## src/rtl/core/vector_angle_unit_assert.svh

```systemverilog
// Assertion macros for the vector angle unit.
// Expects clk_i and rst_ni in the scope of each use.
`ifndef VECTOR_ANGLE_UNIT_ASSERT_SVH
`define VECTOR_ANGLE_UNIT_ASSERT_SVH

// Same-cycle implication, disabled while in reset.
`define VAU_ASSERT_NOW(lbl, ante, cons) \
  lbl: assert property (@(posedge clk_i) disable iff (!rst_ni) (ante) |-> (cons)) \
    else $error("vector_angle_unit: assertion failed");

// Next-cycle implication, disabled while in reset.
`define VAU_ASSERT_NEXT(lbl, ante, cons) \
  lbl: assert property (@(posedge clk_i) disable iff (!rst_ni) (ante) |=> (cons)) \
    else $error("vector_angle_unit: assertion failed");

`endif

```

## src/rtl/core/vau_pkg.sv

```systemverilog
// Shared types, widths and tables for the vector angle unit.
// No dependencies.
package vau_pkg;

  localparam int COMPONENT_BITS_DEF  = 16;
  localparam int ANGLE_FRAC_BITS_DEF = 16;
  localparam int CORDIC_STEPS        = 31;
  localparam int SQRT_STEPS          = 32;
  localparam int C2_W                = 62;
  localparam int XM_W                = 31;
  localparam int ROOT_W              = 63;
  localparam int CORD_W              = 34;
  localparam int Z_W                 = 33;

  localparam logic signed [Z_W-1:0] PI_Q30      = 33'sd3373259426;
  localparam logic signed [Z_W-1:0] HALF_PI_Q30 = 33'sd1686629713;

  typedef struct packed {
    logic valid;
    logic zero;
    logic dot_neg;
    logic neg_cross;
    logic three;
  } side_t;

  typedef struct packed {
    logic [C2_W-1:0] c2;
    logic [XM_W-1:0] xm;
  } norm_t;

  function automatic logic [29:0] atan_q30(input int unsigned idx);
    logic [29:0] r;
    case (idx)
      0:  r = 30'h3243F6A8;  1:  r = 30'h1DAC6705;  2:  r = 30'h0FADBAFC;
      3:  r = 30'h07F56EA6;  4:  r = 30'h03FEAB76;  5:  r = 30'h01FFD55B;
      6:  r = 30'h00FFFAAA;  7:  r = 30'h007FFF55;  8:  r = 30'h003FFFEA;
      9:  r = 30'h001FFFFD;  10: r = 30'h000FFFFF;  11: r = 30'h0007FFFF;
      12: r = 30'h0003FFFF;  13: r = 30'h0001FFFF;  14: r = 30'h0000FFFF;
      15: r = 30'h00007FFF;  16: r = 30'h00003FFF;  17: r = 30'h00001FFF;
      18: r = 30'h00000FFF;  19: r = 30'h000007FF;  20: r = 30'h000003FF;
      21: r = 30'h000001FF;  22: r = 30'h000000FF;  23: r = 30'h0000007F;
      24: r = 30'h0000003F;  25: r = 30'h0000001F;  26: r = 30'h0000000F;
      27: r = 30'h00000008;  28: r = 30'h00000004;  29: r = 30'h00000002;
      30: r = 30'h00000001;
      default: r = 30'h0;
    endcase
    return r;
  endfunction

  // Shift right, rounding toward zero.
  function automatic logic signed [CORD_W-1:0] trunc_shr(input logic signed [CORD_W-1:0] v,
                                                         input int unsigned s);
    logic signed [CORD_W-1:0] mag;
    mag = -v;
    return v[CORD_W-1] ? -(mag >>> s) : (v >>> s);
  endfunction

endpackage

```

## src/rtl/core/vau_sqrt_cell.sv

```systemverilog
// One digit of the integer square root, weight 4^STEP.
// Depends on vau_pkg.
module vau_sqrt_cell import vau_pkg::*; #(
  parameter int STEP = 0
) (
  input  logic              clk_i,
  input  logic              rst_ni,
  input  logic              en_i,
  input  side_t             side_i,
  input  logic [C2_W-1:0]   v_i,
  input  logic [ROOT_W-1:0] r_i,
  input  logic [XM_W-1:0]   xm_i,
  output side_t             side_o,
  output logic [C2_W-1:0]   v_o,
  output logic [ROOT_W-1:0] r_o,
  output logic [XM_W-1:0]   xm_o
);

  localparam logic [ROOT_W-1:0] BIT = ROOT_W'(1) << (2 * STEP);

  side_t             side_q;
  logic [C2_W-1:0]   v_q;
  logic [ROOT_W-1:0] r_q;
  logic [XM_W-1:0]   xm_q;
  logic [63:0]       trial, diff;
  logic              hit;

  assign trial = 64'(r_i) + 64'(BIT);
  assign hit   = 64'(v_i) >= trial;
  assign diff  = 64'(v_i) - trial;

  always_ff @(posedge clk_i or negedge rst_ni) begin
    if (!rst_ni) begin
      side_q <= '0;
    end else if (en_i) begin
      side_q <= side_i;
    end
  end

  always_ff @(posedge clk_i) begin
    if (en_i) begin
      v_q  <= hit ? diff[C2_W-1:0] : v_i;
      r_q  <= hit ? ((r_i >> 1) + BIT) : (r_i >> 1);
      xm_q <= xm_i;
    end
  end

  assign side_o = side_q;
  assign v_o    = v_q;
  assign r_o    = r_q;
  assign xm_o   = xm_q;

endmodule

```

## config.mk

```make
export PLATFORM = sky130hd
export DESIGN_NAME = vau_sqrt_cell
export DESIGN_NICKNAME = d
export VERILOG_FILES = /design/src/rtl/core/vector_angle_unit_assert.svh /design/src/rtl/core/vau_pkg.sv /design/src/rtl/core/vau_sqrt_cell.sv
export SDC_FILE = /design/constraint.sdc
export NUM_CORES = 1
export LEC_CHECK = 0
export BUFFER_PORTS_ARGS = -buffer_cell sky130_fd_sc_hd__buf_2
export CORE_MARGIN = 4
export CORE_UTILIZATION = 35
export CTS_BUF_LIST = sky130_fd_sc_hd__clkbuf_4 sky130_fd_sc_hd__clkbuf_8
export CTS_CLUSTER_DIAMETER = 100
export CTS_CLUSTER_SIZE = 10
export DETAILED_ROUTE_END_ITERATION = 6
export PLACE_DENSITY = 0.55
export SYNTH_ARGS = -nofsm -noshare
export SYNTH_HDL_FRONTEND = slang
export SYNTH_SLANG_ARGS = --single-unit
```

## constraint.sdc

```tcl
create_clock -name clk_i -period 1.1 [get_ports clk_i]
set_clock_uncertainty 0.15 [all_clocks]
set_input_delay 0.165 -clock clk_i [delete_from_list [all_inputs] [get_ports clk_i]]
set_output_delay 0.165 -clock clk_i [all_outputs]
set_load 0.03 [all_outputs]
```

==> reports/metrics.yaml <==
status:
  status: "complete, but fails checks"
  violations: "negative setup slack"
hold_path:
  hold_path_class: "in2reg"
timing:
  tightest_slew_ns: 0.598
  rsz0062_at_grt: "yes"
  slew_violations: 0
  layout_setup_ws_ns: -3.16
  min_period_ns: 4.26
  fin_crit_sh_pct: 387
  hold_violations: 0
  timing.fmax_mhz: 235
  setup_viol_count_final: 316
  maxSlewHeadroom_pct: 59.7
yosys:
  yosysSeqAreaShare_pct: 40.5
  syn_inst: 1279
  yosysUniqueCellTypes: 74
  yosysMostFrequentCell: "nand2_1"
  synth_common_cells: "164 x nand2_1, 156 x edfxtp_1, 100 x o21ai_0, 90 x xor2_1"
  syn_area_um2: 11900
  synth-edff-count: 156
  yosysWarnings: 0
  ys_top_cells_by_area: "edfxtp_1 39%, ha_1 6.7%, xor2_1 6.6%, xnor2_1 6.3%, nand2_1 5.2%"
  yosys.area.top_type: "edfxtp_1"
  synthesis.nets: 1508
  async_reset_ff_share_pct: 3.11
  synth-seq-cells: 161
  yosysTopAreaCellShare_pct: 39.4
  synth_ff_type: "edfxtp_1"
  synth.avg_cell_area_um2: 9.29
global_routing:
  grtUsageMet3_pct: 4.96
  grt_util_met2_pct: 52.7
  antenna_found_initial: 4
  grt_pass1_wl_um: 85500
  grt.total_usage_pct: 30.5
  grtUsageMet1_pct: 39.2
  top_usage_layer: "met2"
  grt_start_max_net_pins: 47
  grt_overflow: 0
  grt_pass1_vias: 14923
worst_setup_path:
  worstSetupPathType: "in2reg"
  cp_data_required_time_ns: 1.28
  critPathMaxFanout: 5
  worst_setup_path_end_kind: "flop"
  cp-start-kind: "input pin"
  worstPathArrival_ns: 4.44
floorplanning:
  start_util_pct: 35.5
  ios: 325
  die_y_um: 192
  die_area_um2: 37000
  fp.coreArea_um2: 33500
  std_cell_rows: 67
  die_x_um: 192
final_layout:
  n_fill_cell: 2520
  nets: 2536
  final_cells: 2767
  syn_to_final_growth_pct: 99.6
  layout-drive-gt1-share_pct: 53.2
placed_design:
  dp.cells: 2463
  io_buffers: 324
  dp_hpwl_um: 41900
  gp_congestion: 0.956
routing:
  drtPass1Iterations: 5
  drtIter0Drc: 1022
  route.antenna.remaining_nets: 0
  drc: 0
  wl_per_cell_um: 21.1
  wl_um: 58400
  num_vias: 14491
  vias_per_cell: 5.24
pwr:
  pwr_density_cell_nw_per_um2: 940
  totalPowerFinal_uw: 22300
  leakage_uw: 0.0106
  ir_worst_vdd_v: 0.000784
job:
  drv_cap: 0
clock_tree:
  cts_tree: "done"
  cts_buffers: 17
  clockBufferDepth: 2
  clkLatencyLatePin_ns: 0.49
  clock_sinks: 161
  cts-htree-levels: 4
  cts.clk_slew.worst_paths_ns: 0.10
  cts_root_buf: "clkbuf_8"
## worst max-delay path, cell delays in order
cell       delay, ns
buf_6           0.07
nand4_1         0.15
nor3_4          0.21
nand4_1         0.24
or3_1           0.43
nor2_2          0.16
buf_4           0.14
nand3_4         0.08
nor2_4          0.17
xnor2_4         0.16
ha_4            0.26
a21oi_4         0.15
o21ai_2         0.10
a22oi_2         0.22
nand4_1         0.16
nor3_2          0.30
buf_4           0.19
o21ai_4         0.08
a211oi_4        0.26
a21boi_2        0.10
or4b_1          0.53
o2111ai_2       0.08
## routing by layer
metal	vias to the layer above	share of wire (%)
met5	-	0.060
met4	6	3.2
met3	128	6.6
met2	580	49
met1	7032	41
li1	6745	-
## area by class of cell
type	instances	area, µm²	share of cell area [%]
clock buffer	17	234	0.986
timing repair buffer	1070	9520	40.1
antenna	1	2.50	0.0105
clock inverter	13	139	0.585
inverter	28	105	0.443
multi-input combinational	1029	8350	35.2
tap	448	561	2.36
sequential	161	4810	20.3
## cell families (layout without fill, tap and decap cells)
logic type               Yosys count  in the layout  synth area share [%]
multiplexers                       7              7                 0.653
adder cells (fa/ha/maj)           65             65                  6.90
buffers and inverters             91           1128                  3.36
AND/OR/NAND/NOR                  494            494                  20.9
flip-flops                       161            161                  40.5
AO/OA/AOI/OAI                    286            288                  14.9
other                              0              1                     0
XOR/XNOR                         175            175                  12.9
## per-stage QoR
stage	area (µm²)	setup slack, ns	hold WS [ns]	setup TNS, ns	util (%)
after floorplan	12200	-3.27	-0.281	-392.68	-
after global placement	17700	-4.44	-0.170	-474.58	52.8
after detailed placement	17700	-4.47	-0.165	-473.23	52.8
after CTS	23300	-3.06	-0.0143	-405.51	69.4
after global routing	23700	-3.22	0.00181	-442.58	70.8
final	23700	-3.16	0.0136	-426.20	70.8
## where the power goes
group	internal (µW)	switching, µW
combinational	5020	5110
clock	1990	2470
sequential	7410	297
## placed cells by master, fill, tap and decap left out, drive strengths merged, types with 17 or more instances in the layout
cell type and instances:
buf 929, nand2 164, edfxtp 156, dlygate4sd3 140
o21ai 101, xor2 90, xnor2 85, nor2 85
a21oi 69, ha 64, nand4 56, nand3 42
nor3 41, a21o 36, inv 30, nor4 25
clkbuf 17
## state kept, by name, summed over array words and instances (netlist names)
register  flops
xm_o         31
v_o          62
side_o        5
r_o          63
## worst paths after layout
kind                            startpoint   endpoint  slack (ns)  depth (start not counted)
worst max-delay path               r_i[12]    v_o[61]       -3.16                         22
worst min-delay path                  en_i     r_o[4]        0.01                          2
max in group asynchronous           rst_ni  side_o[4]        0.17                          3
worst max register to register   side_o[4]  side_o[4]        0.18                          1
worst min register to register   side_o[3]  side_o[3]        0.39                          1
min in group asynchronous           rst_ni  side_o[3]        0.42                          3
## repair_timing
item	CTS	global route
setup endpoints to repair	286	316
endpoints found under the hold margin	167	0
gates resized for setup	692	61
hold buffers	140	0
cloned	22	0
buffers inserted	100	21
pin swaps	156	51
(Power assumes the default switching activity.)
