$ cat src/rtl/core/vector_angle_unit_assert.svh
// Assertion macros for the vector angle unit.
// Expects clk_i and rst_ni in the scope of each use.
`ifndef VECTOR_ANGLE_UNIT_ASSERT_SVH
`define VECTOR_ANGLE_UNIT_ASSERT_SVH

// Same-cycle implication, disabled while in reset.
`define VAU_ASSERT_NOW(lbl, ante, cons) \
  lbl: assert property (@(posedge clk_i) disable iff (!rst_ni) (ante) |-> (cons)) \
    else $error("vector_angle_unit: assertion failed");

// Next-cycle implication, disabled while in reset.
`define VAU_ASSERT_NEXT(lbl, ante, cons) \
  lbl: assert property (@(posedge clk_i) disable iff (!rst_ni) (ante) |=> (cons)) \
    else $error("vector_angle_unit: assertion failed");

`endif

$ cat src/rtl/core/vau_pkg.sv
// Shared types, widths and tables for the vector angle unit.
// No dependencies.
package vau_pkg;

  localparam int COMPONENT_BITS_DEF  = 16;
  localparam int ANGLE_FRAC_BITS_DEF = 16;
  localparam int CORDIC_STEPS        = 31;
  localparam int SQRT_STEPS          = 32;
  localparam int C2_W                = 62;
  localparam int XM_W                = 31;
  localparam int ROOT_W              = 63;
  localparam int CORD_W              = 34;
  localparam int Z_W                 = 33;

  localparam logic signed [Z_W-1:0] PI_Q30      = 33'sd3373259426;
  localparam logic signed [Z_W-1:0] HALF_PI_Q30 = 33'sd1686629713;

  typedef struct packed {
    logic valid;
    logic zero;
    logic dot_neg;
    logic neg_cross;
    logic three;
  } side_t;

  typedef struct packed {
    logic [C2_W-1:0] c2;
    logic [XM_W-1:0] xm;
  } norm_t;

  function automatic logic [29:0] atan_q30(input int unsigned idx);
    logic [29:0] r;
    case (idx)
      0:  r = 30'h3243F6A8;  1:  r = 30'h1DAC6705;  2:  r = 30'h0FADBAFC;
      3:  r = 30'h07F56EA6;  4:  r = 30'h03FEAB76;  5:  r = 30'h01FFD55B;
      6:  r = 30'h00FFFAAA;  7:  r = 30'h007FFF55;  8:  r = 30'h003FFFEA;
      9:  r = 30'h001FFFFD;  10: r = 30'h000FFFFF;  11: r = 30'h0007FFFF;
      12: r = 30'h0003FFFF;  13: r = 30'h0001FFFF;  14: r = 30'h0000FFFF;
      15: r = 30'h00007FFF;  16: r = 30'h00003FFF;  17: r = 30'h00001FFF;
      18: r = 30'h00000FFF;  19: r = 30'h000007FF;  20: r = 30'h000003FF;
      21: r = 30'h000001FF;  22: r = 30'h000000FF;  23: r = 30'h0000007F;
      24: r = 30'h0000003F;  25: r = 30'h0000001F;  26: r = 30'h0000000F;
      27: r = 30'h00000008;  28: r = 30'h00000004;  29: r = 30'h00000002;
      30: r = 30'h00000001;
      default: r = 30'h0;
    endcase
    return r;
  endfunction

  // Shift right, rounding toward zero.
  function automatic logic signed [CORD_W-1:0] trunc_shr(input logic signed [CORD_W-1:0] v,
                                                         input int unsigned s);
    logic signed [CORD_W-1:0] mag;
    mag = -v;
    return v[CORD_W-1] ? -(mag >>> s) : (v >>> s);
  endfunction

endpackage

$ cat src/rtl/core/vau_norm_cell.sv
// One scaling cell: shift C by 2*SHIFT and X by SHIFT while both stay small.
// Depends on vau_pkg.
module vau_norm_cell import vau_pkg::*; #(
  parameter int SHIFT = 1
) (
  input  logic  clk_i,
  input  logic  rst_ni,
  input  logic  en_i,
  input  side_t side_i,
  input  norm_t norm_i,
  output side_t side_o,
  output norm_t norm_o
);

  localparam logic [C2_W-1:0] C2_LIM = C2_W'(1) << (60 - 2 * SHIFT);
  localparam logic [XM_W-1:0] XM_LIM = XM_W'(1) << (30 - SHIFT);

  side_t side_q;
  norm_t norm_q;
  logic  take;

  assign take = (norm_i.c2 < C2_LIM) && (norm_i.xm < XM_LIM);

  always_ff @(posedge clk_i or negedge rst_ni) begin
    if (!rst_ni) begin
      side_q <= '0;
    end else if (en_i) begin
      side_q <= side_i;
    end
  end

  always_ff @(posedge clk_i) begin
    if (en_i) begin
      norm_q.c2 <= take ? (norm_i.c2 << (2 * SHIFT)) : norm_i.c2;
      norm_q.xm <= take ? (norm_i.xm << SHIFT) : norm_i.xm;
    end
  end

  assign side_o = side_q;
  assign norm_o = norm_q;

endmodule

$ cat config.mk
export PLATFORM = sky130hd
export DESIGN_NAME = vau_norm_cell
export DESIGN_NICKNAME = d
export VERILOG_FILES = /design/src/rtl/core/vector_angle_unit_assert.svh /design/src/rtl/core/vau_pkg.sv /design/src/rtl/core/vau_norm_cell.sv
export SDC_FILE = /design/constraint.sdc
export NUM_CORES = 1
export LEC_CHECK = 0
export BUFFER_PORTS_ARGS = -buffer_cell sky130_fd_sc_hd__buf_2
export CORE_UTILIZATION = 25
export DETAILED_ROUTE_END_ITERATION = 7
export SLEW_MARGIN = 20
export SYNTH_ARGS = -nofsm -noshare
export SYNTH_HDL_FRONTEND = slang
export SYNTH_SLANG_ARGS = --single-unit
$ cat constraint.sdc
create_clock -name clk_i -period 0.8 [get_ports clk_i]
set_clock_uncertainty 0.1 [all_clocks]
set_input_delay 0.24 -clock clk_i [delete_from_list [all_inputs] [get_ports clk_i]]
set_output_delay 0.24 -clock clk_i [all_outputs]
set_load 0.01 [all_outputs]
==> summary.txt, run 1 <==
critical path endpoint category - flip-flop
clock buffer depth - 2
pwr/cell area - 1990 nW/um2
Final setup viols - 193
Clk pwr share - 0.361
Least-Margin Pin Slew - 0.329 ns
Post-DRT Antenna Nets - 0
Max Slew Vio Count - 0
drt first pass iters - 4
vias in the first global route - 2761
yosys warns - 0
CTS Buf Count - 9
Avg Inst Size Synth - 20.8 um2
wire length per cell - 15.0 um
total track usage - 0.111
Hold Path Class - primary input to flip-flop
fillers - 1673
Hold Vio Cnt, Final - 2
net switching fraction of the power - 0.217
Pint - 9.55 mW
TritonCTS Sinks - 98
VDD IR max - 0.885 mV
DR vias - 2642
# Max-Cap Violations - 0
Worst Hold Launch - norm_i[30]
commonest non-fill, non-tap cell in the layout - buf_2
# port buffers - 198
Fin Setup TNS - -79.32 ns
Worst-path clk slew - 0.07 ns
register area share after synthesis - 0.668
I/O pin total - 199
total wire length - 9.86 mm
hpwl dp - 7.56 mm
R2R Path Start - side_o[0]$_DFFE_PN0P_
initial drt markers - 98
Vias/cell - 4.01
share of layout cells above drive strength 1 - 0.752
LEAKAGE - 2.61 nW
post-cts hold buffer count - 1
number of library cell types mapped by synthesis - 12
Switch Pwr - 2.65 mW
Initial Util - 0.260
global-route wire length before repair - 15.0 mm
P&R area growth vs syn - 40.1%
RSZ-0062 raised after global routing - yes
status - finished, violations left
CP Data Required Time - 0.79 ns
# diodes - 0
logic gate share of total power - 0.132
failing checks - negative hold slack, negative setup slack
Die W - 134 um
core area - 16800 um2
Die Height - 134 um
number of synthesized register bits - 98
Final GP Congestion - 0.730
Reg power frac - 0.507
final worst path period share - 1.62
Layout Utilization - 0.364
crit path DAT - 1.29 ns
slew margin rel. - 0.780
Overflow after GRT - 0
H-tree depth - 3
Setup crit start - norm_i[29]
Mapped Nets - 311
Tmin final - 1.30 ns
Die Footprint - 18000 um2
dpl ws - -0.900 ns
Hold Worst Slack - -0.0192 ns
antenna violations before repair - 0
DRC viols - 0
nets - 535
Worst-Skew Late Latency - 0.34 ns
register area - 2920 um2
fin worst setup slack - -0.499 ns
critical path peak fanout - 30
WS Path Type - primary input to flip-flop
Multi-input gate area - 1320 um2
CP Launch Type - primary input
mapped cell area - 4370 um2
root buffer cell - clkbuf_16
Fmax - 770 MHz
Gate Count Post-Synth - 210
highest-count cells in the layout ignoring fill and taps - buf_2, edfxtp_1, mux2_4
# rows - 47
TritonCTS clock tree - built
largest net degree at the start of global routing - 31
path summary, 6_finish.rpt:
kind,end,slack (ns),depth (start not counted)
max in group asynchronous,side_o[3]$_DFFE_PN0P_,0.35,2
worst max register to register,side_o[0]$_DFFE_PN0P_,-0.06,1
worst min register to register,side_o[2]$_DFFE_PN0P_,0.41,1
worst max-delay path,norm_o[34]$_DFFE_PP_,-0.50,5
worst min-delay path,norm_o[30]$_DFFE_PP_,-0.02,1
min in group asynchronous,side_o[0]$_DFFE_PN0P_,0.12,2
cells by family (layout without fill, tap and decap cells):
| kind of cell | Yosys count | after routing | share of synthesized area |
|---|---|---|---|
| compound gates | 3 | 3 | 0.00515 |
| buf+inv | 12 | 241 | 0.0381 |
| flops | 98 | 98 | 0.668 |
| mux | 89 | 89 | 0.278 |
| simple gates | 8 | 8 | 0.0106 |
registers in the layout, summed over array words and instances, names as in the netlist:
| register | count |
|---|---|
| side_o | 5 |
| norm_o | 93 |
per-stage QoR:
stage	area [um2]	cells	power, mW
5_1_grt	6120	659	12.8
6_report	6120	659	12.2
4_1_cts	6110	659	12.4
2_1_floorplan	4390	210	6.94
3_5_place_dp	5760	642	7.92
3_3_place_gp	5760	642	7.87
what timing repair did:
action / 4_1_cts / 5_1_grt
endpoints found under the hold margin: 7 / 2
buffers inserted: 0 / 0
gates resized for setup: 10 / 3
endpoints found under the setup margin: 193 / 193
critical path: stages:
cell,delay [ns]
buf_8,0.10
nor2_4,0.11
and3_4,0.25
buf_12,0.22
mux2_2,0.36
synthesized netlist by cell type:
| master | n | area (um2) |
|---|---|---|
| edfxtp_1 | 93 | 2790 |
| mux2_4 | 57 | 856 |
| mux2_2 | 32 | 360 |
| buf_12 | 7 | 140 |
| dfrtp_1 | 5 | 125 |
| a21o_1 | 3 | 22.5 |
| and2_1 | 3 | 18.8 |
| clkbuf_1 | 3 | 11.3 |
| nor2_1 | 3 | 11.3 |
| buf_4 | 2 | 15.0 |
| and3_4 | 1 | 11.3 |
| nand3_1 | 1 | 5.00 |
power groups by stage:
stage	Clock, mW	Combinational, mW	Sequential [mW]
6_report	4.40	1.61	6.19
2_1_floorplan	0	0.394	6.54
4_1_cts	4.59	1.64	6.20
5_1_grt	4.78	1.74	6.23
3_5_place_dp	0	1.61	6.30
3_3_place_gp	0	1.58	6.29
final cells by class:
type | instances | area share
flip-flops and latches | 98 | 0.477
multi-input cells | 100 | 0.215
repair buffers | 225 | 0.214
well taps | 220 | 0.0450
clock buffers | 14 | 0.0431
clock inverters | 2 | 0.00613
routing by layer:
| layer | up-vias | track usage | share of wire |
|---|---|---|---|
| met2 | 115 | 0.184 | 0.50 |
| met1 | 1247 | 0.131 | 0.41 |
| met3 | 12 | 0.0359 | 0.078 |
| met4 | 0 | 0.0524 | 0.017 |
| met5 | - | 0 | 0 |
| li1 | 1268 | - | - |
Power figures use the tool's default switching activity.
==> run 2, diff against run 1 <==
- CELL_PAD_IN_SITES_DETAIL_PLACEMENT: not set -> 0
- CELL_PAD_IN_SITES_GLOBAL_PLACEMENT: not set -> 1
- PLACE_DENSITY_LB_ADDON: not set -> 0.1
- clock period: 0.8 -> 1.07 ns (I/O delays scaled with it)
==> run 2 against run 1 <==
  * Via count decreased by 0.95%
  * Utilization up 1.0 points
  * Combinational power down 25%
  * Highest routed layer unchanged
  * Largest power group unchanged
  * The flow finishes with violations (negative setup slack)
==> summary.txt, run 2 (synthesis results as in run 1) <==
Vias/cell - 3.98 (was 4.01)
WS Path Type - primary input to flip-flop (unchanged)
fin worst setup slack - -0.326 ns (was -0.499 ns)
Tmin final - 1.40 ns
core area - 16800 um2 (unchanged)
H-tree depth - 3 (unchanged)
P&R area growth vs syn - 44.1% (was 40.1%)
global-route wire length before repair - 15.4 mm (was 15.0 mm)
LEAKAGE - 2.67 nW (was 2.61 nW)
TritonCTS Sinks - 98 (unchanged)
Hold Vio Cnt, Final - 0 (was 2)
slew margin rel. - 0.807 (was 0.780)
fillers - 1698 (was 1673)
Placed Instances - 630 (was 642)
Worst Reg-to-Reg Cells - 1 (unchanged)
largest net degree at the start of global routing - 28 (was 31)
pwr/cell area - 1430 nW/um2 (was 1990 nW/um2)
wire length per cell - 15.8 um (was 15.0 um)
# port buffers - 198 (unchanged)
vias in the first global route - 2820 (was 2761)
worst reg2reg endpoint - side_o[3]$_DFFE_PN0P_ (was side_o[0]$_DFFE_PN0P_)
status - finished, violations left (unchanged)
# Max-Cap Violations - 0 (unchanged)
total track usage - 0.115 (was 0.111)
Post-DRT Antenna Nets - 0 (unchanged)
I/O pin total - 199 (unchanged)
CP Launch Type - primary input (unchanged)
critical path peak fanout - 7 (was 30)
# rows - 47 (unchanged)
Reg power frac - 0.512 (was 0.507)
Final setup viols - 187 (was 193)
logic gate share of total power - 0.134 (was 0.132)
non-filler cells, final - 657 (was 659)
Largest register FFs - 93 (unchanged)
failing checks - negative setup slack (was negative hold slack, negative setup slack)
Fmax - 716 MHz
Initial Util - 0.260 (unchanged)
critical path endpoint category - flip-flop (unchanged)
crit path DAT - 1.39 ns (was 1.29 ns)
TritonCTS clock tree - built (unchanged)
root buffer cell - clkbuf_16 (unchanged)
hpwl dp - 7.71 mm (was 7.56 mm)
Die Height - 134 um (unchanged)
drt first pass iters - 4 (unchanged)
Worst-path clk slew - 0.07 ns (about the same)
Max Slew Vio Count - 0 (unchanged)
end of the critical path - norm_o[76]$_DFFE_PP_ (was norm_o[34]$_DFFE_PP_)
Clk pwr share - 0.355 (was 0.361)
R2R Path Start - side_o[3]$_DFFE_PN0P_ (was side_o[0]$_DFFE_PN0P_)
VDD IR max - 0.675 mV (was 0.885 mV)
Final GP Congestion - 0.664 (was 0.730)
highest-count cells in the layout ignoring fill and taps - buf_2, edfxtp_1, mux2_4 (unchanged)
RSZ-0062 raised after global routing - yes (unchanged)
Hold Path Class - primary input to flip-flop (unchanged)
Switch Pwr - 2.03 mW (was 2.65 mW)
Total Power - 9.03 mW (was 12.2 mW)
Die Footprint - 18000 um2 (unchanged)
CP Data Required Time - 1.07 ns (was 0.79 ns)
FF-to-FF setup slack - 0.22 ns (was -0.06 ns)
clock buffer depth - 2 (unchanged)
DR vias - 2617 (was 2642)
Setup crit start - norm_i[30] (was norm_i[29])
DRC viols - 0 (unchanged)
initial drt markers - 62 (was 98)
share of layout cells above drive strength 1 - 0.753 (was 0.752)
final worst path period share - 1.30
Worst-Skew Late Latency - 0.34 ns (about the same)
total wire length - 10.4 mm (was 9.86 mm)
antenna violations before repair - 0 (unchanged)
Overflow after GRT - 0 (unchanged)
nets - 534 (was 535)
commonest non-fill, non-tap cell in the layout - buf_2 (unchanged)
CTS Buf Count - 9 (unchanged)
net switching fraction of the power - 0.225 (was 0.217)
# diodes - 0 (unchanged)
Pint - 7.00 mW (was 9.55 mW)
Die W - 134 um (unchanged)
Least-Margin Pin Slew - 0.289 ns (was 0.329 ns)
run 2: how the worst min path moves through the flow:
stage,start,end,slack (ns),cells past startpoint
after detailed placement,rst_ni,side_o[1]$_DFFE_PN0P_,0.04,1
after floorplan,rst_ni,side_o[0]$_DFFE_PN0P_,-0.07,0
after global routing,norm_i[91],norm_o[91]$_DFFE_PP_,0.04,1
after CTS,norm_i[30],norm_o[30]$_DFFE_PP_,0.04,1
after global placement,rst_ni,side_o[1]$_DFFE_PN0P_,0.04,1
final,norm_i[91],norm_o[91]$_DFFE_PP_,0.06,1
run 2: layer usage:
layer	part of all wire	GRT usage	vias up
met2	0.53	0.202	102
li1	-	-	1261
met3	0.070	0.0389	10
met4	0.017	0.0487	0
met1	0.39	0.128	1244
met5	0	0	-
run 2: power groups by stage:
stage | sequential [mW] | combinational (mW) | clock, mW
floorplan | 4.89 | 0.294 | 0
global placement | 4.70 | 1.16 | 0
detailed placement | 4.71 | 1.17 | 0
CTS | 4.63 | 1.21 | 3.35
global route | 4.65 | 1.30 | 3.46
finish | 4.62 | 1.21 | 3.20
run 2: repair_timing:
action,in CTS,in global routing
cloned,3,2
hold buffers,1,0
endpoints found under the hold margin,5,0
buffers inserted,5,1
pin swaps,1,3
gates resized for setup,25,14
endpoints found under the setup margin,186,186
run 2: final cells by class:
cell class / count / area [um2] / area share
flip-flops and latches: 98 / 2920 / 0.463
repair buffers: 224 / 1470 / 0.233
multi-input cells: 100 / 1350 / 0.214
well taps: 220 / 275 / 0.0437
clock buffers: 10 / 229 / 0.0364
clock inverters: 5 / 56.3 / 0.00894
run 2: metrics by stage:
stage | worst slack, ns | setup TNS, ns | hold WS [ns] | utilization | instance area [um2]
6_report | -0.326 | -44.15 | 0.0637 | 0.374 | 6300
5_1_grt | -0.354 | -50.91 | 0.0441 | 0.374 | 6300
4_1_cts | -0.325 | -46.33 | 0.0416 | 0.368 | 6180
3_5_place_dp | -0.789 | -73.91 | 0.0411 | 0.337 | 5670
3_3_place_gp | -0.758 | -70.88 | 0.0395 | 0.337 | 5670
2_1_floorplan | -0.479 | -37.75 | -0.0746 | - | 4390
run 2: worst max-delay path, cell delays in order:
cell and delay [ns]:
buf_8 0.10, nor2_4 0.11, and3_4 0.25, buf_12 0.15, clkbuf_16 0.16, mux2_4 0.29
==> run 3, diff against run 2 <==
- CORE_UTILIZATION: 25 -> 30
- MAX_ROUTING_LAYER: not set -> met4
==> run 3 against run 2 <==
  * The flow still finishes with violations (negative setup slack)
  * Utilization grew 8.0 points
  * Critical path type unchanged
  * Final area grew 1.4%
  * Die area shrank 16%
  * Critical path depth is the same
  * Sequential share of layout area shrank 0.64 points
==> summary.txt, run 3 (synthesis results as in run 1) <==
TritonCTS clock tree - built (unchanged)
critical path peak fanout - 9 (was 7)
CP Data Required Time - 1.07 ns (about the same)
Hold Path Class - primary input to flip-flop (unchanged)
CTS Buf Count - 9 (unchanged)
Initial Util - 0.311 (was 0.260)
Vias/cell - 4.37 (was 3.98)
Largest register FFs - 93 (unchanged)
slew margin rel. - 0.865 (was 0.807)
Die Footprint - 15100 um2 (was 18000 um2)
Post-DRT Antenna Nets - 0 (unchanged)
Least-Margin Pin Slew - 0.203 ns (was 0.289 ns)
P&R area growth vs syn - 46.1% (was 44.1%)
Worst Hold Launch - norm_i[92] (was norm_i[91])
nets - 541 (was 534)
H-tree depth - 3 (unchanged)
Total Power - 9.10 mW (was 9.03 mW)
Reg power frac - 0.508 (was 0.512)
drt first pass iters - 3 (was 4)
DRC viols - 0 (unchanged)
share of layout cells above drive strength 1 - 0.760 (was 0.753)
fin worst setup slack - -0.344 ns (was -0.326 ns)
Die Height - 123 um (was 134 um)
Final GP Congestion - 0.702 (was 0.664)
Die W - 123 um (was 134 um)
Max Slew Vio Count - 0 (unchanged)
wire length per cell - 16.6 um (was 15.8 um)
Clk pwr share - 0.355 (about the same)
RSZ-0062 raised after global routing - yes (unchanged)
initial drt markers - 122 (was 62)
Fmax - 707 MHz (was 716 MHz)
clock buffer depth - 2 (unchanged)
Overflow after GRT - 0 (unchanged)
crit path DAT - 1.41 ns (was 1.39 ns)
Final setup viols - 186 (was 187)
root buffer cell - clkbuf_16 (unchanged)
CP Launch Type - primary input (unchanged)
commonest non-fill, non-tap cell in the layout - buf_2 (unchanged)
Pint - 7.03 mW (was 7.00 mW)
status - finished, violations left (unchanged)
# diodes - 0 (unchanged)
largest net degree at the start of global routing - 35 (was 28)
Fin Setup TNS - -46.63 ns (was -44.15 ns)
vias in the first global route - 2775 (was 2820)
# Max-Cap Violations - 0 (unchanged)
Worst-path clk slew - 0.07 ns (about the same)
total track usage - 0.136 (was 0.115)
highest-count cells in the layout ignoring fill and taps - buf_2, edfxtp_1, mux2_4 (unchanged)
Hold Worst Slack - 0.0539 ns (was 0.0637 ns)
WS Path Type - primary input to flip-flop (unchanged)
Critical Path Max Stage Delay - 0.30 ns (was 0.29 ns)
final worst path period share - 1.32 (was 1.30)
VDD IR max - 1.19 mV (was 0.675 mV)
Hold Vio Cnt, Final - 0 (unchanged)
LEAKAGE - 2.75 nW (was 2.67 nW)
TritonCTS Sinks - 98 (unchanged)
Tmin final - 1.41 ns (was 1.40 ns)
# rows - 43 (was 47)
FF-to-FF setup slack - 0.10 ns (was 0.22 ns)
antenna violations before repair - 0 (unchanged)
I/O pin total - 199 (unchanged)
slowest CP cell - mux2_4 (unchanged)
failing checks - negative setup slack (unchanged)
core area - 14000 um2 (was 16800 um2)
Setup crit start - norm_i[92] (was norm_i[30])
hpwl dp - 7.30 mm (was 7.71 mm)
Switch Pwr - 2.06 mW (was 2.03 mW)
pwr/cell area - 1430 nW/um2 (about the same)
CP cell instances - buf_8, nor2_4, and3_4, buf_12, clkbuf_16, mux2_4 (unchanged)
Worst-Skew Late Latency - 0.34 ns (about the same)
logic gate share of total power - 0.137 (was 0.134)
net switching fraction of the power - 0.227 (was 0.225)
total wire length - 10.3 mm (was 10.4 mm)
critical path endpoint category - flip-flop (unchanged)
R2R Path Start - side_o[2]$_DFFE_PN0P_ (was side_o[3]$_DFFE_PN0P_)
# port buffers - 198 (unchanged)
DR vias - 2729 (was 2617)
global-route wire length before repair - 14.4 mm (was 15.4 mm)
==> run 3: area by class of cell <==
cell class                      count  area [um2]
Multi-Input combinational cell    100        1370
Tap cell                          180         225
Timing Repair Buffer              231        1580
Sequential cell                    98        2920
Fill cell                        1302        7660
Clock inverter                      7        70.1
Clock buffer                        9         225
==> run 3: power groups by stage <==
| stage | logic (mW) | clock network, mW | registers (mW) |
|---|---|---|---|
| 2_1_floorplan | 0.294 | 0 | 4.89 |
| 3_3_place_gp | 1.16 | 0 | 4.70 |
| 3_5_place_dp | 1.17 | 0 | 4.71 |
| 4_1_cts | 1.23 | 3.35 | 4.63 |
| 5_1_grt | 1.35 | 3.49 | 4.65 |
| 6_report | 1.25 | 3.23 | 4.62 |
==> run 3: layer usage <==
metal / GRT usage / vias up / part of all wire
met4: 0.0503 / 0 / 0.010
met5: - / - / 0
met1: 0.162 / 1317 / 0.43
met2: 0.211 / 122 / 0.48
met3: 0.0511 / 9 / 0.081
li1: - / 1281 / -
==> run 3: path summary, 6_finish.rpt <==
| path | end | cells after the start |
|---|---|---|
| hold / removal | norm_o[92]$_DFFE_PP_ | 1 |
| setup reg to reg | side_o[2]$_DFFE_PN0P_ | 2 |
| max in group asynchronous | side_o[3]$_DFFE_PN0P_ | 2 |
| setup / recovery | norm_o[3]$_DFFE_PP_ | 6 |
| min in group asynchronous | side_o[2]$_DFFE_PN0P_ | 2 |
| hold reg to reg | side_o[0]$_DFFE_PN0P_ | 1 |
==> run 3: per-stage QoR <==
| step | area (um2) | util | setup WS, ns | instances |
|---|---|---|---|---|
| 3_5_place_dp | 5640 | 0.402 | -0.751 | 591 |
| 5_1_grt | 6380 | 0.455 | -0.375 | 625 |
| 4_1_cts | 6150 | 0.438 | -0.337 | 617 |
| 3_3_place_gp | 5640 | 0.402 | -0.733 | 591 |
| 2_1_floorplan | 4390 | - | -0.479 | 210 |
| 6_report | 6380 | 0.455 | -0.344 | 625 |
==> run 3: repair_timing <==
action                     4_1_cts  5_1_grt
hold buffers                     1        0
hold endpoints to repair         5        0
resized for setup               25       19
pin swaps                        1        4
cloned                           2        5
buffers inserted                 7        3
setup endpoints to repair      183      186
==> run 3: worst max-delay path: cells and delay by family <==
| family | cells | cell delay, ns |
|---|---|---|
| buf+inv | 3 | 0.42 |
| mux | 1 | 0.30 |
| simple gates | 2 | 0.36 |
