==> src/rtl/core/vector_angle_unit_assert.svh <==
// Assertion macros for the vector angle unit.
// Expects clk_i and rst_ni in the scope of each use.
`ifndef VECTOR_ANGLE_UNIT_ASSERT_SVH
`define VECTOR_ANGLE_UNIT_ASSERT_SVH

// Same-cycle implication, disabled while in reset.
`define VAU_ASSERT_NOW(lbl, ante, cons) \
  lbl: assert property (@(posedge clk_i) disable iff (!rst_ni) (ante) |-> (cons)) \
    else $error("vector_angle_unit: assertion failed");

// Next-cycle implication, disabled while in reset.
`define VAU_ASSERT_NEXT(lbl, ante, cons) \
  lbl: assert property (@(posedge clk_i) disable iff (!rst_ni) (ante) |=> (cons)) \
    else $error("vector_angle_unit: assertion failed");

`endif

==> src/rtl/core/vau_pkg.sv <==
// Shared types, widths and tables for the vector angle unit.
// No dependencies.
package vau_pkg;

  localparam int COMPONENT_BITS_DEF  = 16;
  localparam int ANGLE_FRAC_BITS_DEF = 16;
  localparam int CORDIC_STEPS        = 31;
  localparam int SQRT_STEPS          = 32;
  localparam int C2_W                = 62;
  localparam int XM_W                = 31;
  localparam int ROOT_W              = 63;
  localparam int CORD_W              = 34;
  localparam int Z_W                 = 33;

  localparam logic signed [Z_W-1:0] PI_Q30      = 33'sd3373259426;
  localparam logic signed [Z_W-1:0] HALF_PI_Q30 = 33'sd1686629713;

  typedef struct packed {
    logic valid;
    logic zero;
    logic dot_neg;
    logic neg_cross;
    logic three;
  } side_t;

  typedef struct packed {
    logic [C2_W-1:0] c2;
    logic [XM_W-1:0] xm;
  } norm_t;

  function automatic logic [29:0] atan_q30(input int unsigned idx);
    logic [29:0] r;
    case (idx)
      0:  r = 30'h3243F6A8;  1:  r = 30'h1DAC6705;  2:  r = 30'h0FADBAFC;
      3:  r = 30'h07F56EA6;  4:  r = 30'h03FEAB76;  5:  r = 30'h01FFD55B;
      6:  r = 30'h00FFFAAA;  7:  r = 30'h007FFF55;  8:  r = 30'h003FFFEA;
      9:  r = 30'h001FFFFD;  10: r = 30'h000FFFFF;  11: r = 30'h0007FFFF;
      12: r = 30'h0003FFFF;  13: r = 30'h0001FFFF;  14: r = 30'h0000FFFF;
      15: r = 30'h00007FFF;  16: r = 30'h00003FFF;  17: r = 30'h00001FFF;
      18: r = 30'h00000FFF;  19: r = 30'h000007FF;  20: r = 30'h000003FF;
      21: r = 30'h000001FF;  22: r = 30'h000000FF;  23: r = 30'h0000007F;
      24: r = 30'h0000003F;  25: r = 30'h0000001F;  26: r = 30'h0000000F;
      27: r = 30'h00000008;  28: r = 30'h00000004;  29: r = 30'h00000002;
      30: r = 30'h00000001;
      default: r = 30'h0;
    endcase
    return r;
  endfunction

  // Shift right, rounding toward zero.
  function automatic logic signed [CORD_W-1:0] trunc_shr(input logic signed [CORD_W-1:0] v,
                                                         input int unsigned s);
    logic signed [CORD_W-1:0] mag;
    mag = -v;
    return v[CORD_W-1] ? -(mag >>> s) : (v >>> s);
  endfunction

endpackage

==> src/rtl/core/vau_cordic_cell.sv <==
// One CORDIC vectoring micro-rotation, shift STEP.
// Depends on vau_pkg.
module vau_cordic_cell import vau_pkg::*; #(
  parameter int STEP = 0
) (
  input  logic                     clk_i,
  input  logic                     rst_ni,
  input  logic                     en_i,
  input  side_t                    side_i,
  input  logic signed [CORD_W-1:0] x_i,
  input  logic signed [CORD_W-1:0] y_i,
  input  logic signed [Z_W-1:0]    z_i,
  output side_t                    side_o,
  output logic signed [CORD_W-1:0] x_o,
  output logic signed [CORD_W-1:0] y_o,
  output logic signed [Z_W-1:0]    z_o
);

  localparam logic signed [Z_W-1:0] ATAN = $signed({3'b000, atan_q30(STEP)});

  side_t                    side_q;
  logic signed [CORD_W-1:0] x_q, y_q, dx, dy;
  logic signed [Z_W-1:0]    z_q;

  assign dx = trunc_shr(y_i, STEP);
  assign dy = trunc_shr(x_i, STEP);

  always_ff @(posedge clk_i or negedge rst_ni) begin
    if (!rst_ni) begin
      side_q <= '0;
    end else if (en_i) begin
      side_q <= side_i;
    end
  end

  always_ff @(posedge clk_i) begin
    if (en_i) begin
      if (!y_i[CORD_W-1]) begin
        x_q <= x_i + dx; y_q <= y_i - dy; z_q <= z_i + ATAN;
      end else begin
        x_q <= x_i - dx; y_q <= y_i + dy; z_q <= z_i - ATAN;
      end
    end
  end

  assign side_o = side_q;
  assign x_o    = x_q;
  assign y_o    = y_q;
  assign z_o    = z_q;

endmodule

==> config.mk <==
export PLATFORM = sky130hd
export DESIGN_NAME = vau_cordic_cell
export DESIGN_NICKNAME = d
export VERILOG_FILES = /design/src/rtl/core/vector_angle_unit_assert.svh /design/src/rtl/core/vau_pkg.sv /design/src/rtl/core/vau_cordic_cell.sv
export SDC_FILE = /design/constraint.sdc
export NUM_CORES = 1
export LEC_CHECK = 0
export BUFFER_PORTS_ARGS = -buffer_cell sky130_fd_sc_hd__buf_2
export CORE_UTILIZATION = 60
export CTS_CLUSTER_DIAMETER = 120
export DETAILED_ROUTE_END_ITERATION = 7
export HOLD_SLACK_MARGIN = 0.12
export PLACE_DENSITY = 0.87
export SYNTH_ARGS = -nofsm -noshare
export SYNTH_HDL_FRONTEND = slang
export SYNTH_SLANG_ARGS = --single-unit
==> constraint.sdc <==
create_clock -name clk_i -period 1.4 [get_ports clk_i]
set_clock_uncertainty 0.05 [all_clocks]
set_input_delay 0.14 -clock clk_i [delete_from_list [all_inputs] [get_ports clk_i]]
set_output_delay 0.14 -clock clk_i [all_outputs]
set_load 0.01 [all_outputs]
==> metrics, run 1 <==
status=did not finish; Fail Step=clock tree synthesis; First Err=[ERROR DPL-0038] Utilization greater than 100%, impossible to legalize; Seq/Total Area, Yosys=0.330; number of flops mapped to enable cells by yosys=100; Sink Count=105; Rows=45; post_cts resized=295; Async SR Flop Fraction=0.0476; Syn Inst Count=1020; dpl cell area=13900 um2; synthesized flop and latch total=105; PortBufs=approximately 210; DP HPWL=28800 um; Synthesized Nets=1228; Starting Density=0.619; Mapped Area=9490 um2; main flop type after synthesis=edfxtp_1; clock root cell=clkbuf_16; top cell type's share of synthesized area=0.317; total CTS buffers=9; Synth Area per Inst=9.30 um2; GP Congestion=1.04; synth unique cells=73; CTS hold repair buffers=11; number of setup buffers added after CTS=84; Die X=about 130 um; H-tree level count=3; cell taking the most area after synthesis=edfxtp_1; Synth area leaders=edfxtp_1 32%, ha_1 13%, xnor2_1 9.0%; Bufs on Longest Clock Path=2; YS warnings=0; Ports=215; die height=128 um
metrics by stage:
step / setup slack, ns / cells
floorplan: -2.17 / 1020
detailed placement: -2.56 / 1797
global placement: -2.42 / 1797
Yosys cell counts, types with 3 or more instances:
master,count
o21ai_1,11
ha_1,96
a21o_1,58
nor3b_1,3
and2_1,9
a311oi_1,4
o21ai_0,36
o31a_1,3
xnor2_1,98
a21boi_0,3
and3_1,13
nand3_1,21
buf_1,4
mux2_2,7
a221oi_1,4
edfxtp_1,100
nor4_1,7
nand2_1,52
clkbuf_1,14
a2111oi_0,3
nand2b_1,12
dfrtp_1,5
or3_1,6
a21oi_1,119
o211ai_1,6
a31oi_1,12
o21bai_1,10
a211oi_1,10
xor2_1,52
inv_1,34
nor2b_1,11
o31ai_1,4
nor3_1,28
nor2_1,91
fa_1,3
nand4_1,11
o21a_1,14
logic make-up after synthesis:
logic type / share of synthesized area
AOI/OAI and AO/OA: 0.218
and+or+nand+nor: 0.148
DFF: 0.330
muxes: 0.00936
adders and majority gates: 0.133
xor gates and xnor gates: 0.138
buffers and inverters: 0.0236
==> run 2: changes to the inputs <==
--- a/config.mk
+++ b/config.mk
@@ -6,11 +6,9 @@
 export NUM_CORES = 1
 export LEC_CHECK = 0
 export BUFFER_PORTS_ARGS = -buffer_cell sky130_fd_sc_hd__buf_2
-export CORE_UTILIZATION = 60
-export CTS_CLUSTER_DIAMETER = 120
+export CORE_UTILIZATION = 40
 export DETAILED_ROUTE_END_ITERATION = 7
-export HOLD_SLACK_MARGIN = 0.12
-export PLACE_DENSITY = 0.87
+export PLACE_DENSITY_LB_ADDON = 0.15
 export SYNTH_ARGS = -nofsm -noshare
 export SYNTH_HDL_FRONTEND = slang
 export SYNTH_SLANG_ARGS = --single-unit
==> run 2 against run 1 <==
Effect of this change: the flow now finishes, with violations (setup timing); synthesized cell count did not move; synthesized area is the same.
==> metrics, run 2 <==
CP max stage cell=or4_4; final hold vios=0; max_cap viols=0; most common cell after layout, fill and taps aside=buf_4; commonest non-fill, non-tap cells in the layout=392 x buf_4, 206 x buf_2, 100 x edfxtp_1; Post-route DRC=0; crit path cell chain=buf_12 > inv_12 > ha_4 > nand2b_4 > or4_4 > nor3b_4 > inv_2 > buf_6 > o31a_1 > xnor2_1 > ha_1 > and3_4 > nand4_1 > buf_4 > nor2_1 > a2111oi_2 > buf_4 > o31ai_4 > a21oi_2 > xnor2_1; layout cells sized above 1=0.571; Starting Density=0.414 (-0.205); Ports=215 (unchanged); Worst slew margin=0.766; Die ar.=24300 um2; worst skew pair latency=0.36 ns; Vias=10500; YS warnings=0 (unchanged); dpl cells=1909 (+6.2%); Worst EP required=~1.5 ns; synth unique cells=73 (unchanged); Synth area leaders=edfxtp_1 32%, ha_1 13%, xnor2_1 9.0%; GP Congestion=0.927 (-11%); CTS tree=done; Mapped Area=9490 um2 (unchanged); Hold WC Path Type=in2async; drt first pass iters=5; Area growth, synth to finish=78.7%; Initial DRC Count=roughly 470; Reg clk slew, reported paths=roughly 0.080 ns; Leak=just under 8 nW; critical path's top delay family=simple AND/OR/NAND/NOR gates; vias in the first global route=10400; Tmin final=about 3.5 ns; Setup violations, final=89; Crit Path Category=in2reg; DRT Wirelength=between 30000 and 40000 um; number of flops mapped to enable cells by yosys=100 (unchanged); total CTS buffers=9 (unchanged); top cell type's share of synthesized area=0.317 (unchanged); fin crit share=2.49; PortBufs=214 (unchanged); H-tree level count=3 (unchanged); Worst setup EP type=flip-flop; DP HPWL=22800 um (-21%); Die X=156 um (+22%); crit path DAT=3.55 ns; Rows=55 (+22%); crit path launch type=primary input; antenna violations before repair=3; fin cells=2017; max reg flops=34; first-pass GRT wire length=about 50000 um; cell taking the most area after synthesis=edfxtp_1; Tot GR Track Use=0.257; PD cells=929 nW/um2; RSZ-0062 raised after global routing=yes; post-layout net count=around 1900; setup ws final=-2.09 ns; peak supply drop=0.634 mV; clock root cell=clkbuf_16; Seq/Total Area, Yosys=0.330 (unchanged); main flop type after synthesis=edfxtp_1; status=finished with violations; Sink Count=105 (unchanged); synthesized flop and latch total=105 (unchanged); core area=22900 um2; die height=156 um (+22%); Syn Inst Count=1020 (unchanged); Bufs and invs on worst path=6; Bufs on Longest Clock Path=2 (unchanged); failing checks=setup timing; count leader, synth=a21oi_1; largest net degree at the start of global routing=35; Synth Area per Inst=9.30 um2 (unchanged); Final Max Slew Viols=0; Synthesized Nets=1228 (unchanged); antenna viol nets, final=0; CP max FO=3; Post-synth top cells=119 x a21oi_1, 100 x edfxtp_1, 98 x xnor2_1; Async SR Flop Fraction=0.0476 (unchanged); WL per Instance=between 15 and 20 um; grt ovf=0; Hold Slack=0.0902 ns; DR vias/cell=5.21; Worst-Margin Slew=about 0.35 ns; Highest Clock Rate=286 MHz; slowest cell delay on critical path=0.45 ns
[run 2: cell type report]
cell class	instances	area [um2]
Clock inverter	5	67.6
Inverter	34	154
Sequential cell	105	3130
Multi-Input combinational cell	859	7910
Clock buffer	11	253
Timing Repair Buffer	687	5040
Tap cell	313	392
Antenna cell	3	7.51
Fill cell	1599	5960
[run 2: per-layer routing]
layer  GRT usage  wire length (um)  part of all wire
met2       0.441             16600              0.49
met1       0.335             15100              0.44
met5           0                 0                 0
met4      0.0887               885             0.026
met3      0.0281              1380             0.041
[run 2: final timing paths]
path | startpoint | end | slack, ns | cells after the start
max | y_i[0] | x_o[33] | -2.09 | 20
min | rst_ni | side_o[1] | 0.09 | 2
max reg2reg | side_o[1] | side_o[1] | 0.59 | 1
min reg2reg | side_o[4] | side_o[4] | 0.46 | 1
max in group asynchronous | rst_ni | side_o[4] | 1.08 | 2
min in group clk_i | z_i[32] | z_o[32] | 0.11 | 3
[run 2: through the flow]
step           setup TNS [ns]  cell area [um2]  utilization  power [W]  worst slack (ns)
2_1_floorplan         -122.95             9820            -    0.00803             -2.17
4_1_cts               -106.27            16000        0.700     0.0149             -2.02
5_1_grt               -122.73            17000        0.740     0.0166             -2.23
6_report              -116.21            17000        0.740     0.0158             -2.09
3_3_place_gp          -150.70            14100        0.615     0.0110             -2.44
3_5_place_dp          -152.03            14100        0.615     0.0111             -2.48
[run 2: cells by family (layout without fill, tap and decap cells)]
group	Yosys count	in the layout	share of synthesized area
AO/OA/AOI/OAI	321	321	0.218
XOR/XNOR	150	150	0.138
other	0	3	0
adder cells (fa/ha/maj)	99	99	0.133
multiplexers	8	8	0.00936
flip-flops	105	105	0.330
AND/OR/NAND/NOR	281	281	0.148
buffers and inverters	56	737	0.0236
[run 2: what timing repair did]
action                                  in CTS  in global routing
endpoints found under the setup margin      92                 91
setup buffers                               67                 47
pin swaps                                  120                137
gates resized for setup                    254                149
hold buffers                                 9                  0
hold endpoints to repair                    13                  0
[run 2: where the power goes]
group | internal (W) | switching, W | leakage (nW)
clock network | 0.00152 | 0.00130 | 0.159
logic | 0.00436 | 0.00415 | 6.53
registers | 0.00427 | 0.000149 | 1.04
total | 0.0102 | 0.00560 | 7.73
Note: power is estimated with default switching activity, not from simulation.
==> run 3: changes to the inputs <==
--- a/config.mk
+++ b/config.mk
@@ -6,6 +6,7 @@
 export NUM_CORES = 1
 export LEC_CHECK = 0
 export BUFFER_PORTS_ARGS = -buffer_cell sky130_fd_sc_hd__buf_2
+export CORE_MARGIN = 5
 export CORE_UTILIZATION = 40
 export DETAILED_ROUTE_END_ITERATION = 7
 export PLACE_DENSITY_LB_ADDON = 0.15
==> run 3 against run 2 <==
Effect of this change: the run still ends with setup timing left; combinational power rose by 1%; sequential power barely moved; count of clock-buffer cells in the layout fell by 2; worst setup slack improved by 0.012 ns; final area rose by 0.53%; via count fell by 1.1%; clock power rose by 6%; maximum frequency rose by 0.35%; sequential cell count did not move; global-route usage fell by 2.6 points; hold slack got worse by 0.044 ns; die area rose by 11%; critical path type unchanged.
==> metrics, run 3 (synthesis gave the netlist of run 2 again) <==
status=finished with violations; failing checks=setup timing; Final Cell Area=17000 um2 (+0.53%); Initial DRC Count=486 (+4.5%); antenna violations before repair=0 (-3); fillcell total=1722 (+7.7%); fin crit share=2.49 (-0.00864); Final Core Density=0.728 (-0.0115); Fin Setup TNS=-115.67 ns (+0.543 ns); Highest Clock Rate=287 MHz (+0.35%); post-layout net count=1916 (+0.63%); DRT Wirelength=33700 um (-0.65%); core area=23400 um2 (+2.1%); setup ws final=-2.08 ns (+0.0121 ns); Post-route DRC=0 (unchanged); Multi-input gate area=7880 um2 (-0.46%); antenna viol nets, final=0 (unchanged); dpl cell area=14200 um2 (+0.62%); grt ovf=0 (unchanged); Vias=10400 (-1.1%); dpl cells=1929 (+1.0%); Bufs on Longest Clock Path=2 (unchanged); fin cells=2032 (+0.74%); Worst EP required=1.47 ns (about the same); Hold WC Path Type=in2async; Psw=0.00565 W (+0.87%); Die ar.=26900 um2 (+11%); final hold vios=0 (unchanged); PortBufs=214 (unchanged); Crit Path Category=in2reg; crit path cell chain=buf_12 > inv_12 > ha_4 > nand2b_4 > or4_4 > nor3b_4 > buf_4 > and2_4 > nor3b_4 > a21oi_2 > xnor2_1 > ha_1 > a21o_1 > a21o_1 > a21oi_2 > nand3_1 > a2111oi_2 > buf_4 > o31ai_4 > a21oi_2 > xnor2_1; drt first pass iters=7 (+2); Worst setup EP type=flip-flop; max reg flops=34 (unchanged); critical path's top delay family=simple AND/OR/NAND/NOR gates; PD cells=939 nW/um2 (+1.1%); crit path from=y_i[0]; diodes inserted=0 (-3); Rows=56 (+1.8%); DR vias/cell=5.11 (-1.8%); reg2reg start=side_o[0]; Area growth, synth to finish=79.6%; Seq. cell area=3130 um2 (unchanged); die height=164 um (+5.1%); CP max stage cell=or4_4; sequential share of power=0.276 (-0.005); WL per Instance=16.6 um (-1.4%); crit path launch type=primary input; CP max FO=3 (unchanged); Bufs and invs on worst path=4 (-2); RSZ-0062 raised after global routing=yes; Final Max Slew Viols=0 (unchanged); Leak=7.80 nW (+0.92%); most common cell after layout, fill and taps aside=buf_4; Clock Power Share=0.187 (+0.008); Tmin final=3.48 ns (-0.0121 ns); Worst slew margin=0.759 (-0.00663); Starting Density=0.405 (-0.00861); Pint=0.0104 W (+2.0%); slowest cell delay on critical path=0.44 ns (about the same); Setup violations, final=91 (+2.2%); GP Congestion=0.910 (-1.8%); clock root cell=clkbuf_16; Tot GR Track Use=0.232 (-0.0258); DP HPWL=23900 um (+4.8%); worst skew pair latency=0.37 ns (about the same); Setup WS pre-CTS=-2.49 ns (-0.00411 ns); total CTS buffers=9 (unchanged); H-tree level count=3 (unchanged); crit path DAT=3.55 ns (about the same); Comb pwr share=0.537 (-0.003); first-pass GRT wire length=50500 um (+0.98%); commonest non-fill, non-tap cells in the layout=397 x buf_4, 207 x buf_2, 100 x edfxtp_1; Ports=215 (unchanged); Reg clk slew, reported paths=0.09 ns (about the same); Die X=164 um (+5.1%); Sink Count=105 (unchanged); vias in the first global route=10300 (-0.75%); max_cap viols=0 (unchanged); largest net degree at the start of global routing=34 (-2.9%); Worst-Margin Slew=0.359 ns (+0.00987 ns); peak supply drop=0.608 mV (-4.1%); most frequent CP cell=a21oi_2; layout cells sized above 1=0.584 (+0.0123); CTS tree=done; Sw Ratio=0.353 (-0.00259)
run 3: power groups by stage:
stage	Clock, W	Sequential [W]	Combinational [W]
after floorplan	0	0.00484	0.00319
after global placement	0	0.00447	0.00664
after detailed placement	0	0.00448	0.00667
after CTS	0.00305	0.00443	0.00774
after global routing	0.00320	0.00448	0.00924
final	0.00299	0.00442	0.00860
run 3: final cells by class:
type / count / share of cell area
Inverter: 34 / 0.00903
Clock buffer: 9 / 0.0132
Tap cell: 319 / 0.0234
Multi-Input combinational cell: 859 / 0.462
Timing Repair Buffer: 699 / 0.302
Sequential cell: 105 / 0.184
Clock inverter: 7 / 0.00698
run 3: worst paths after layout:
kind | cells after the start | to | slack [ns]
min in group clk_i | 3 | z_o[32] | 0.11
worst max-delay path | 21 | x_o[33] | -2.08
worst min-delay path | 2 | side_o[2] | 0.05
worst min register to register | 1 | side_o[3] | 0.46
worst max register to register | 1 | side_o[0] | 0.60
max in group asynchronous | 2 | side_o[0] | 1.13
run 3: layer usage:
layer / up-vias / wire length [um] / track usage
li1: 5169 / - / -
met1: 4950 / 15400 / 0.315
met2: 235 / 16500 / 0.392
met3: 36 / 1340 / 0.0329
met4: 0 / 481 / 0.0553
met5: - / 0 / 0
run 3: what timing repair did:
item                                   in CTS  in global routing
resized for setup                         245                160
setup buffers                              56                 49
hold buffers                                9                  0
endpoints found under the hold margin      13                  0
setup endpoints to repair                  92                 92
pin swaps                                 134                116
run 3: through the flow:
step | total power [W] | hold slack (ns)
6_report | 0.0160 | 0.0463
3_3_place_gp | 0.0111 | -0.0923
5_1_grt | 0.0169 | 0.0618
2_1_floorplan | 0.00803 | -0.206
3_5_place_dp | 0.0112 | -0.0912
4_1_cts | 0.0152 | 0.0414
==> run 4: changes to the inputs <==
==> constraint.sdc (replaced) <==
create_clock -name clk_i -period 1.4 [get_ports clk_i]
set_clock_uncertainty 0.05 [all_clocks]
set_input_delay 0.28 -clock clk_i [delete_from_list [all_inputs] [get_ports clk_i]]
set_output_delay 0.28 -clock clk_i [all_outputs]
set_load 0.01 [all_outputs]
==> run 4 against run 3 <==
Effect of this change: global-route usage up 0.45 points; clock power shrank 5%; sequential power hardly changed; maximum frequency is 1.7% lower; die area unchanged; wire length is 3.1% higher; via count up 0.59%; register-to-register slack got worse by 0.02 ns; combinational power rose by 1%; hold slack got worse by 0.013 ns; the run still ends with setup timing left; largest cell class unchanged; final area increased by 1.3%; highest routed layer unchanged; critical path type unchanged; non-clock buffer count grew 4.
==> metrics, run 4 (synthesis gave the netlist of run 2 again) <==
status=finished with violations; failing checks=setup timing; Area growth, synth to finish=81.9%; drt first pass iters=5 (-2); Post-route DRC=0 (unchanged); Final Core Density=0.737 (+0.00920); Ports=215 (unchanged); Initial DRC Count=547 (+13%); GR peak layer=met2; Crit Path Category=in2reg; PD cells=925 nW/um2 (-1.5%); Worst slew margin=0.709 (-0.0498); antenna viol nets, final=0 (unchanged); post-layout net count=1920 (+0.21%); Worst setup EP type=flip-flop; DP HPWL=23800 um (-0.58%); Rows=56 (unchanged); crit path launch type=primary input; largest net degree at the start of global routing=39 (+15%); Hold Slack=0.0332 ns (-0.0131 ns); CP max FO=3 (unchanged); total CTS buffers=9 (unchanged); core area=23400 um2 (unchanged); final hold vios=0 (unchanged); met2 Resource Use GR=0.402 (+0.0103); Worst EP required=1.54 ns (+0.07 ns); Comb pwr share=0.545 (+0.008); Vias=10500 (+0.59%); peak supply drop=0.596 mV (-1.9%); H-tree level count=3 (unchanged); Setup WS pre-CTS=-2.59 ns (-0.100 ns); Leak=7.87 nW (+0.93%); fin crit share=2.53 (+0.0436); Reg clk slew, reported paths=0.09 ns (about the same); DR vias/cell=5.13 (+0.29%); die height=164 um (unchanged); Pint=0.0102 W (-1.0%); Sw Ratio=0.358 (+0.00518); worst skew pair latency=0.36 ns (about the same); antenna violations before repair=2 (+2); dpl cell area=14200 um2 (about the same); Clock Power Share=0.178 (-0.009); Final Cell Area=17300 um2 (+1.3%); Highest Clock Rate=282 MHz (-1.7%); Final Max Slew Viols=0 (unchanged); dpl cells=1924 (-0.26%); Die ar.=26900 um2 (unchanged); GP Congestion=0.908 (-0.22%); sequential share of power=0.277 (about the same); max_cap viols=0 (unchanged); GR Util met3=0.0299 (-0.00301); Setup violations, final=93 (+2.2%); fillcell total=1665 (-3.3%); Tmin final=3.54 ns (+0.0610 ns); crit path DAT=3.68 ns (+0.13 ns); max reg flops=34 (unchanged); Sink Count=105 (unchanged); Psw=0.00572 W (+1.2%); most common cell after layout, fill and taps aside=buf_4; Die X=164 um (unchanged); first-pass GRT wire length=51800 um (+2.6%); layout cells sized above 1=0.591 (+0.00679); CTS tree=done; vias in the first global route=10500 (+2.2%); RSZ-0062 raised after global routing=yes; global-route track usage on met1=0.318 (+0.00302); setup ws final=-2.14 ns (-0.0610 ns); commonest non-fill, non-tap cells in the layout=398 x buf_4, 206 x buf_2, 100 x edfxtp_1; fin cells=2038 (+0.30%); WL per Instance=17.0 um (+2.8%); Hold WC Path Type=in2reg; PortBufs=214 (unchanged); clock root cell=clkbuf_16; grt ovf=0 (unchanged); Worst-Margin Slew=0.433 ns (+0.0741 ns); DRT Wirelength=34700 um (+3.1%); Tot GR Track Use=0.236 (+0.00446); Starting Density=0.405 (unchanged); Bufs on Longest Clock Path=2 (unchanged)
==> run 4: timing repair <==
| action | CTS | global route |
|---|---|---|
| gates resized for setup | 258 | 183 |
| gates cloned | 0 | 0 |
| hold buffers | 1 | 0 |
| pin swaps | 128 | 146 |
| setup endpoints to repair | 94 | 93 |
| endpoints found under the hold margin | 5 | 0 |
| buffers inserted | 74 | 53 |
==> run 4: path summary, 6_finish.rpt <==
| check | slack [ns] | cells past startpoint | start | end |
|---|---|---|---|---|
| worst max-delay path | -2.14 | 18 | y_i[0] | x_o[31] |
| worst min-delay path | 0.03 | 1 | z_i[2] | z_o[2] |
| worst max register to register | 0.58 | 1 | side_o[2] | side_o[2] |
| worst min register to register | 0.46 | 1 | side_o[3] | side_o[3] |
| max in group asynchronous | 0.97 | 2 | rst_ni | side_o[4] |
| min in group asynchronous | 0.20 | 2 | rst_ni | side_o[1] |
==> run 4: final cells by class <==
type / instances / area, um2 / share of cell area
repair buffers: 703 / 5240 / 0.304
multi-input cells: 859 / 8010 / 0.464
clock buffers: 9 / 225 / 0.0131
flip-flops and latches: 105 / 3130 / 0.181
diodes: 2 / 5.00 / 0.000290
inverters: 34 / 156 / 0.00906
well taps: 319 / 399 / 0.0231
clock inverters: 7 / 97.6 / 0.00566
==> run 4: worst max-delay path, stage by stage <==
cell and delay (ns):
buf_12 0.11, inv_12 0.04, ha_4 0.14, nand2b_4 0.05
or4_4 0.45, nor3b_4 0.29, and2_4 0.21, nor3b_4 0.20
buf_4 0.14, buf_4 0.10, a21oi_1 0.07, xnor2_1 0.18
ha_1 0.30, a21o_1 0.17, a21o_1 0.17, a21oi_1 0.23
mux2_2 0.38, a311oi_2 0.18
==> run 4: metrics by stage <==
stage	setup TNS (ns)	total power, W
floorplan	-136.25	0.00803
global placement	-164.26	0.0111
detailed placement	-165.37	0.0112
CTS	-117.54	0.0151
global route	-133.87	0.0169
finish	-125.86	0.0160
==> run 4: layer usage <==
metal,vias up,share of wire
met5,-,0
met4,0,0.020
met3,52,0.047
met2,283,0.49
met1,4947,0.44
li1,5169,-
==> run 4: power by group through the flow <==
stage / Clock, W / Sequential [W] / Combinational (W)
floorplan: 0 / 0.00484 / 0.00319
global placement: 0 / 0.00447 / 0.00665
detailed placement: 0 / 0.00448 / 0.00667
CTS: 0.00290 / 0.00443 / 0.00777
global route: 0.00305 / 0.00449 / 0.00936
finish: 0.00284 / 0.00442 / 0.00870
